$ cat src/rtl/gdd_pkg.sv
package gdd_pkg;

  localparam logic [1:0] KIND_SAMPLE = 2'd0;
  localparam logic [1:0] KIND_QUERY  = 2'd1;
  localparam logic [1:0] KIND_CLEAR  = 2'd2;

  localparam int unsigned WAIT_RESET = 900;

  // controller -> datapath commands
  typedef struct packed {
    logic load_item;    // capture the input transfer
    logic write_point;  // store the new point in the ring
    logic scan_clear;   // reset scan index and accumulators
    logic scan_step;    // advance the scan by one entry
    logic rd_issue;     // issue a RAM read at the scan index
    logic sum_acc;      // accumulate returned data
    logic div_start;    // start the mean divider
    logic div_step;     // one divider iteration
    logic dev_acc;      // evaluate one deviation
    logic trim_commit;  // apply trim found during sample scan
    logic empty_hist;   // empty the history
    logic set_latch;
    logic clr_latch;
    logic res_load;     // load result register
    logic res_stat;     // stationary value for the result
  } gdd_cmd_t;

  // datapath -> controller status
  typedef struct packed {
    logic [1:0] kind;
    logic       empty;
    logic       full;
    logic       too_early;
    logic       scan_last;
    logic       old_hit;
    logic       dev_fail;
    logic       div_done;
    logic       latch;
  } gdd_sts_t;

endpackage

$ cat src/rtl/gdd_ctrl.sv
module gdd_ctrl (
  input  logic              clk_i,
  input  logic              rst_ni,
  input  logic              in_valid_i,
  output logic              in_stall_o,
  output logic              out_valid_o,
  input  logic              out_stall_i,
  input  gdd_pkg::gdd_sts_t sts_i,
  output gdd_pkg::gdd_cmd_t cmd_o
);
  localparam logic [3:0] S_IDLE   = 4'd0;
  localparam logic [3:0] S_DECODE = 4'd1;
  localparam logic [3:0] S_TRIM   = 4'd2;
  localparam logic [3:0] S_TRIMW  = 4'd3;
  localparam logic [3:0] S_SUM    = 4'd4;
  localparam logic [3:0] S_SUMW   = 4'd5;
  localparam logic [3:0] S_DIV    = 4'd6;
  localparam logic [3:0] S_DEV    = 4'd7;
  localparam logic [3:0] S_DEVW   = 4'd8;
  localparam logic [3:0] S_DEVC   = 4'd9;
  localparam logic [3:0] S_OUT    = 4'd10;
  localparam logic [3:0] S_TIMEW  = 4'd11;
  localparam logic [3:0] S_TIMEC  = 4'd12;

  logic [3:0] state_q, state_d;
  logic       outv_q, outv_d;

  assign out_valid_o = outv_q;
  assign in_stall_o  = (state_q != S_IDLE);

  always_comb begin
    state_d = state_q;
    outv_d  = outv_q && out_stall_i;
    cmd_o   = '0;
    case (state_q)
      S_IDLE: begin
        if (in_valid_i && !in_stall_o) begin
          cmd_o.load_item = 1'b1;
          state_d = S_DECODE;
        end
      end
      S_DECODE: begin
        case (sts_i.kind)
          gdd_pkg::KIND_SAMPLE: begin
            cmd_o.write_point = 1'b1;
            cmd_o.scan_clear  = 1'b1;
            state_d = S_TRIM;
          end
          gdd_pkg::KIND_QUERY: begin
            if (sts_i.empty) begin
              state_d = S_OUT;
            end else begin
              cmd_o.scan_clear = 1'b1;
              cmd_o.rd_issue   = 1'b1;
              state_d = S_TIMEW;
            end
          end
          gdd_pkg::KIND_CLEAR: begin
            cmd_o.empty_hist = 1'b1;
            state_d = S_OUT;
          end
          default: state_d = S_OUT;
        endcase
      end
      S_TIMEW: state_d = S_TIMEC;
      S_TIMEC: begin
        if (sts_i.too_early) begin
          state_d = S_OUT;
        end else begin
          cmd_o.scan_clear = 1'b1;
          state_d = S_SUM;
        end
      end
      // newest-to-oldest search for the first expired entry
      S_TRIM: begin
        cmd_o.rd_issue = 1'b1;
        state_d = S_TRIMW;
      end
      S_TRIMW: state_d = S_DEVC;
      S_SUM: begin
        cmd_o.rd_issue = 1'b1;
        state_d = S_SUMW;
      end
      S_SUMW: begin
        cmd_o.sum_acc = 1'b1;
        if (sts_i.scan_last) begin
          cmd_o.div_start = 1'b1;
          state_d = S_DIV;
        end else begin
          cmd_o.scan_step = 1'b1;
          state_d = S_SUM;
        end
      end
      S_DIV: begin
        if (sts_i.div_done) begin
          cmd_o.scan_clear = 1'b1;
          state_d = S_DEV;
        end else begin
          cmd_o.div_step = 1'b1;
        end
      end
      S_DEV: begin
        cmd_o.rd_issue = 1'b1;
        state_d = S_DEVW;
      end
      S_DEVW: begin
        cmd_o.dev_acc = 1'b1;
        state_d = S_DEVC;
      end
      S_DEVC: begin
        if (sts_i.kind == gdd_pkg::KIND_SAMPLE) begin
          if (sts_i.old_hit) begin
            cmd_o.trim_commit = 1'b1;
            state_d = S_OUT;
          end else if (sts_i.scan_last) begin
            state_d = S_OUT;
          end else begin
            cmd_o.scan_step = 1'b1;
            state_d = S_TRIM;
          end
        end else if (sts_i.dev_fail) begin
          cmd_o.clr_latch = 1'b1;
          state_d = S_OUT;
        end else if (sts_i.scan_last) begin
          if (!sts_i.latch) begin
            cmd_o.empty_hist = 1'b1;
            cmd_o.set_latch  = 1'b1;
            cmd_o.res_stat   = 1'b1;
          end
          state_d = S_OUT;
        end else begin
          cmd_o.scan_step = 1'b1;
          state_d = S_DEV;
        end
      end
      S_OUT: begin
        if (!(outv_q && out_stall_i)) begin
          cmd_o.res_load = 1'b1;
          outv_d  = 1'b1;
          state_d = S_IDLE;
        end
      end
      default: state_d = S_IDLE;
    endcase
  end

  // res_stat must survive to S_OUT: datapath latches it when asserted
  always_ff @(posedge clk_i or negedge rst_ni) begin
    if (!rst_ni) begin
      state_q <= S_IDLE;
      outv_q  <= 1'b0;
    end else begin
      state_q <= state_d;
      outv_q  <= outv_d;
    end
  end
endmodule

$ cat config.mk
export PLATFORM = sky130hd
export DESIGN_NAME = gdd_ctrl
export DESIGN_NICKNAME = d
export VERILOG_FILES = /design/src/rtl/gdd_pkg.sv /design/src/rtl/gdd_ctrl.sv
export SDC_FILE = /design/constraint.sdc
export NUM_CORES = 1
export LEC_CHECK = 0
export BUFFER_PORTS_ARGS = -buffer_cell sky130_fd_sc_hd__buf_4
export CORE_MARGIN = 2
export CORE_UTILIZATION = 40
export DETAILED_ROUTE_END_ITERATION = 7
export PLACE_DENSITY = 0.76
export SETUP_SLACK_MARGIN = 0.02
export SYNTH_ARGS = -nofsm -noshare
export SYNTH_HDL_FRONTEND = slang
export SYNTH_SLANG_ARGS = --single-unit
export TNS_END_PERCENT = 5
$ cat constraint.sdc
create_clock -name clk_i -period 1.13 [get_ports clk_i]
set_input_delay 0.0565 -clock clk_i [delete_from_list [all_inputs] [get_ports clk_i]]
set_output_delay 0.0565 -clock clk_i [all_outputs]
set_load 0.1 [all_outputs]
==> run summary <==
The run finished, with violations left. The final reports fail on setup timing. A synthesized cell averages 7.19 sq um. The deepest level of the CTS H-tree is 1, and the global-route total usage across every layer is 23.3%. After detailed routing, the average wire length per cell comes to 14.4 microns. With fillers left out, the area of the finished cells amounts to 1230 sq um. The tools report the kind of capture point of the worst setup path as a primary output. Among all flip-flop cells after synthesis, the most frequent one is sky130_fd_sc_hd__dfrtp_1.

The CTS clock-pin slew for the worst setup and hold paths is 0.04 ns, and the net count after synthesis is 100. TritonCTS buffer count: 3. The transition time at the pin with the least slew margin came out at 0.344 ns. The number of antenna violations at the first check in global routing is 0, and the number of instances in the synthesized netlist is 86.

The first global-routing pass estimated 3350 microns of wire. The share of the synthesized area in the top cell type works out to 20.2%. By instance count, the leading cell after synthesis is sky130_fd_sc_hd__nand2_1. The first detailed-routing pass ran for 4 iterations.

Counting instances, the worst hold path has a depth of 3. The last element of the critical path is cmd_o[0]. Yosys mapped a number of flops with a built-in enable equal to 0. The reg-to-reg critical path endpoint was state_q[0]$_DFFE_PN0P_. The number of global-route vias before repair was 775.

For this design the ratio of total power to cell area is 2850 nW/um^2. The number of stages on the worst setup path was 4. In this run, synthesis produced a sequential element count of 5. The fraction of layout instances using a drive strength above 1 works out to 56.2%. Traced cell by cell, the critical path runs through nand4bb_4 > nor3_2 > nor3b_4 > buf_4.

The root buffer cell chosen for the clock tree is sky130_fd_sc_hd__clkbuf_4. The post-synthesis async set-or-reset flop share works out to 100%. The repair_antennas step left the layout with diodes totalling 0. The number of rows in the core area is 14. Once the floorplan was initialized, standard cells occupied 42.0% of the core. The startpoint identified for the worst register-to-register timing path is state_q[1]$_DFFE_PN0P_. STA puts the critical path data arrival time at 1.65 ns.

Detailed placement ended at an HPWL of 1460 microns. The clock reaches the later pin of the worst-skew pair after 0.24 ns. Max-cap violations in this run came to 0. Subtracting the final worst setup slack from the clock period gives 1.70 ns. The final number of max-transition violations is 0. Pin placement for this block handled 31 I/O pins. The cell with the largest stage delay on the worst path was sky130_fd_sc_hd__dfrtp_1. After floorplanning, the core was sized to cover 1470 sq um. The worst-case clock skew was 0.00378 ns. At the end of routability-driven placement, the weighted congestion stood at 0.792.

The post-synthesis cell type count is 37. The full die area is 1880 sq um. Setup violations remaining at the end of the flow were counted as 19. The tightest min-delay check is of the in -> reg type.

The setup slack after layout came out at -0.574 ns. For this run, the post-layout net count is 145. The post-route non-filler standard cell count is 146.

The run gives 3.52 mW as the overall power after layout. After synthesis the cells add up to 618 sq um. Port buffering added 29 buffers. The setup check on the worst reg-to-reg path leaves a slack of -0.47 ns.

After synthesis, the most frequently instantiated cells are 11 x sky130_fd_sc_hd__nand2_1, 8 x sky130_fd_sc_hd__nor2_1, 6 x sky130_fd_sc_hd__o21ai_0. In the routed layout, each cell is associated on average with a via count of 5.79. After synthesis, flip-flops and latches occupy 20.2% of the total area. The cell total after placement came out at 138.

The detailed-route DRC error count is 0, and the post-detailed-placement cell area is 968 sq um. Summed over all cells, the static leakage comes to 0.536 nW. The worst setup path is launched from a register. Maximum ir drop on the vdd rail: 2.38 mV. CTS saw 5 sinks. Measured in cells, the most critical reg-to-reg path has a length of 6. The final number of hold-violating endpoints was 0; the pin count of the biggest net entering global routing was 16.

The die is 43.3 microns wide. The setup total negative slack was -7.78 ns. The final critical-path share of the clock period came out at 151%. On the worst path, the slowest cell contributes a delay of 0.41 ns.

The logs give 2 for the maximum count of clock buffers along a single path and 2100 microns for the routed wire length. Routed via count: 846. The critical path is of the reg -> out type. At the worst endpoint, the required time is 1.07 ns. The run gives 28 as the DRC violation total after the first TritonRoute iteration. For the worst relative slew slack, the log shows 76.9%. The largest fanout on the critical path works out to 4. The number of buffers and inverters on the critical path was 1; the die height was 43.3 microns. In this run the worst setup path begins at state_q[1]$_DFFE_PN0P_. The Yosys step of the flow raised 0 warnings. The remaining global-route overflow was 0; the number of routed nets with antenna violations was 0. Synthesis-to-finish area growth: 99.8%.

Sorting the synthesized cells by area gives the leading types as sky130_fd_sc_hd__dfrtp_1 20%, sky130_fd_sc_hd__nand2_1 6.7%, sky130_fd_sc_hd__o21ai_0 4.9%. The final design utilization came out at 83.9%. Setup repair after global routing could not meet its margin everywhere. Based on the critical path, the design can be clocked at up to 587 MHz. The biggest area consumer among synthesized cells was sky130_fd_sc_hd__dfrtp_1. TritonCTS built the clock tree. The kind of cell adding the most delay to the critical path was simple AND/OR/NAND/NOR gates.
-- layer usage --
metal	vias to the layer above	share of wire (%)	global-route usage [%]	wire (microns)
met5	-	0	0	0
met4	0	2.0	6.67	42
met3	6	7.3	2.98	154
met2	48	54	44.2	1140
met1	391	37	26.7	769
li1	401	-	-	-
-- report_power, final --
group	internal [mW]	leakage [nW]	switching [mW]	total (mW)
clock	0.133	0.0150	0.0704	0.204
sequential	0.272	0.0613	0.116	0.387
combinational	1.11	0.460	1.83	2.93
-- cell families after synthesis --
| group | count (synthesis) | synth area share (%) |
|---|---|---|
| buf+inv | 12 | 9.51 |
| flops | 5 | 20.2 |
| simple gates | 42 | 40.1 |
| compound gates | 27 | 30.2 |
-- how the worst min path moves through the flow --
stage | slack (ns) | start | to
global route | 0.1 | out_stall_i | out_valid_o$_DFF_PN0_
CTS | 0.08 | out_stall_i | out_valid_o$_DFF_PN0_
finish | 0.08 | out_stall_i | out_valid_o$_DFF_PN0_
detailed placement | -0.14 | rst_ni | out_valid_o$_DFF_PN0_
global placement | -0.14 | rst_ni | out_valid_o$_DFF_PN0_
floorplan | -0.24 | rst_ni | out_valid_o$_DFF_PN0_
-- state kept, by name (all words and copies together) (netlist names) --
signal	cells
state_q	4
out_valid_o	1
-- layout by cell type, fill, tap and decap left out, drive strengths merged, types with 2 or more instances in the layout --
| cell | netlist | routed |
|---|---|---|
| a211o | 2 | 2 |
| a21boi | 2 | 2 |
| a21oi | 4 | 4 |
| a31oi | 2 | 2 |
| and2 | 2 | 2 |
| and2b | 2 | 2 |
| and3 | 3 | 3 |
| buf | 4 | 46 |
| clkbuf | 3 | 4 |
| dfrtp | 5 | 5 |
| inv | 5 | 5 |
| nand2 | 11 | 11 |
| nand3 | 2 | 2 |
| nor2 | 8 | 8 |
| nor3 | 6 | 6 |
| nor3b | 2 | 2 |
| o21a | 2 | 2 |
| o21ai | 6 | 6 |
| o2bb2ai | 2 | 2 |
-- worst reg2reg max path, stage by stage, from the launching register on --
cell                       delay (ns)
sky130_fd_sc_hd__dfrtp_1         0.41
sky130_fd_sc_hd__buf_6           0.13
sky130_fd_sc_hd__and2b_2         0.22
sky130_fd_sc_hd__buf_4           0.15
sky130_fd_sc_hd__nand2_1         0.08
sky130_fd_sc_hd__a21boi_0        0.33
sky130_fd_sc_hd__a31oi_1         0.15
-- what timing repair did --
item	in CTS	in global routing
endpoints found under the setup margin	21	20
pin swaps	3	4
endpoints found under the hold margin	5	0
cloned	0	0
hold buffers	1	0
gates resized for setup	42	15
setup buffers	3	0
-- through the flow --
| stage | worst slack [ns] | hold WS (ns) |
|---|---|---|
| floorplan | -1.17 | -0.239 |
| global placement | -0.354 | -0.143 |
| detailed placement | -0.384 | -0.141 |
| CTS | -0.567 | 0.0807 |
| global route | -0.667 | 0.0982 |
| finish | -0.574 | 0.0777 |
-- final cells by class --
cell class | count | area, sq um
sequential | 5 | 128
inverter | 5 | 18.8
multi-input combinational | 69 | 533
timing repair buffer | 47 | 509
fill | 81 | 236
clock buffer | 4 | 26.3
tap | 16 | 20.0
Power figures use the tool's default switching activity.
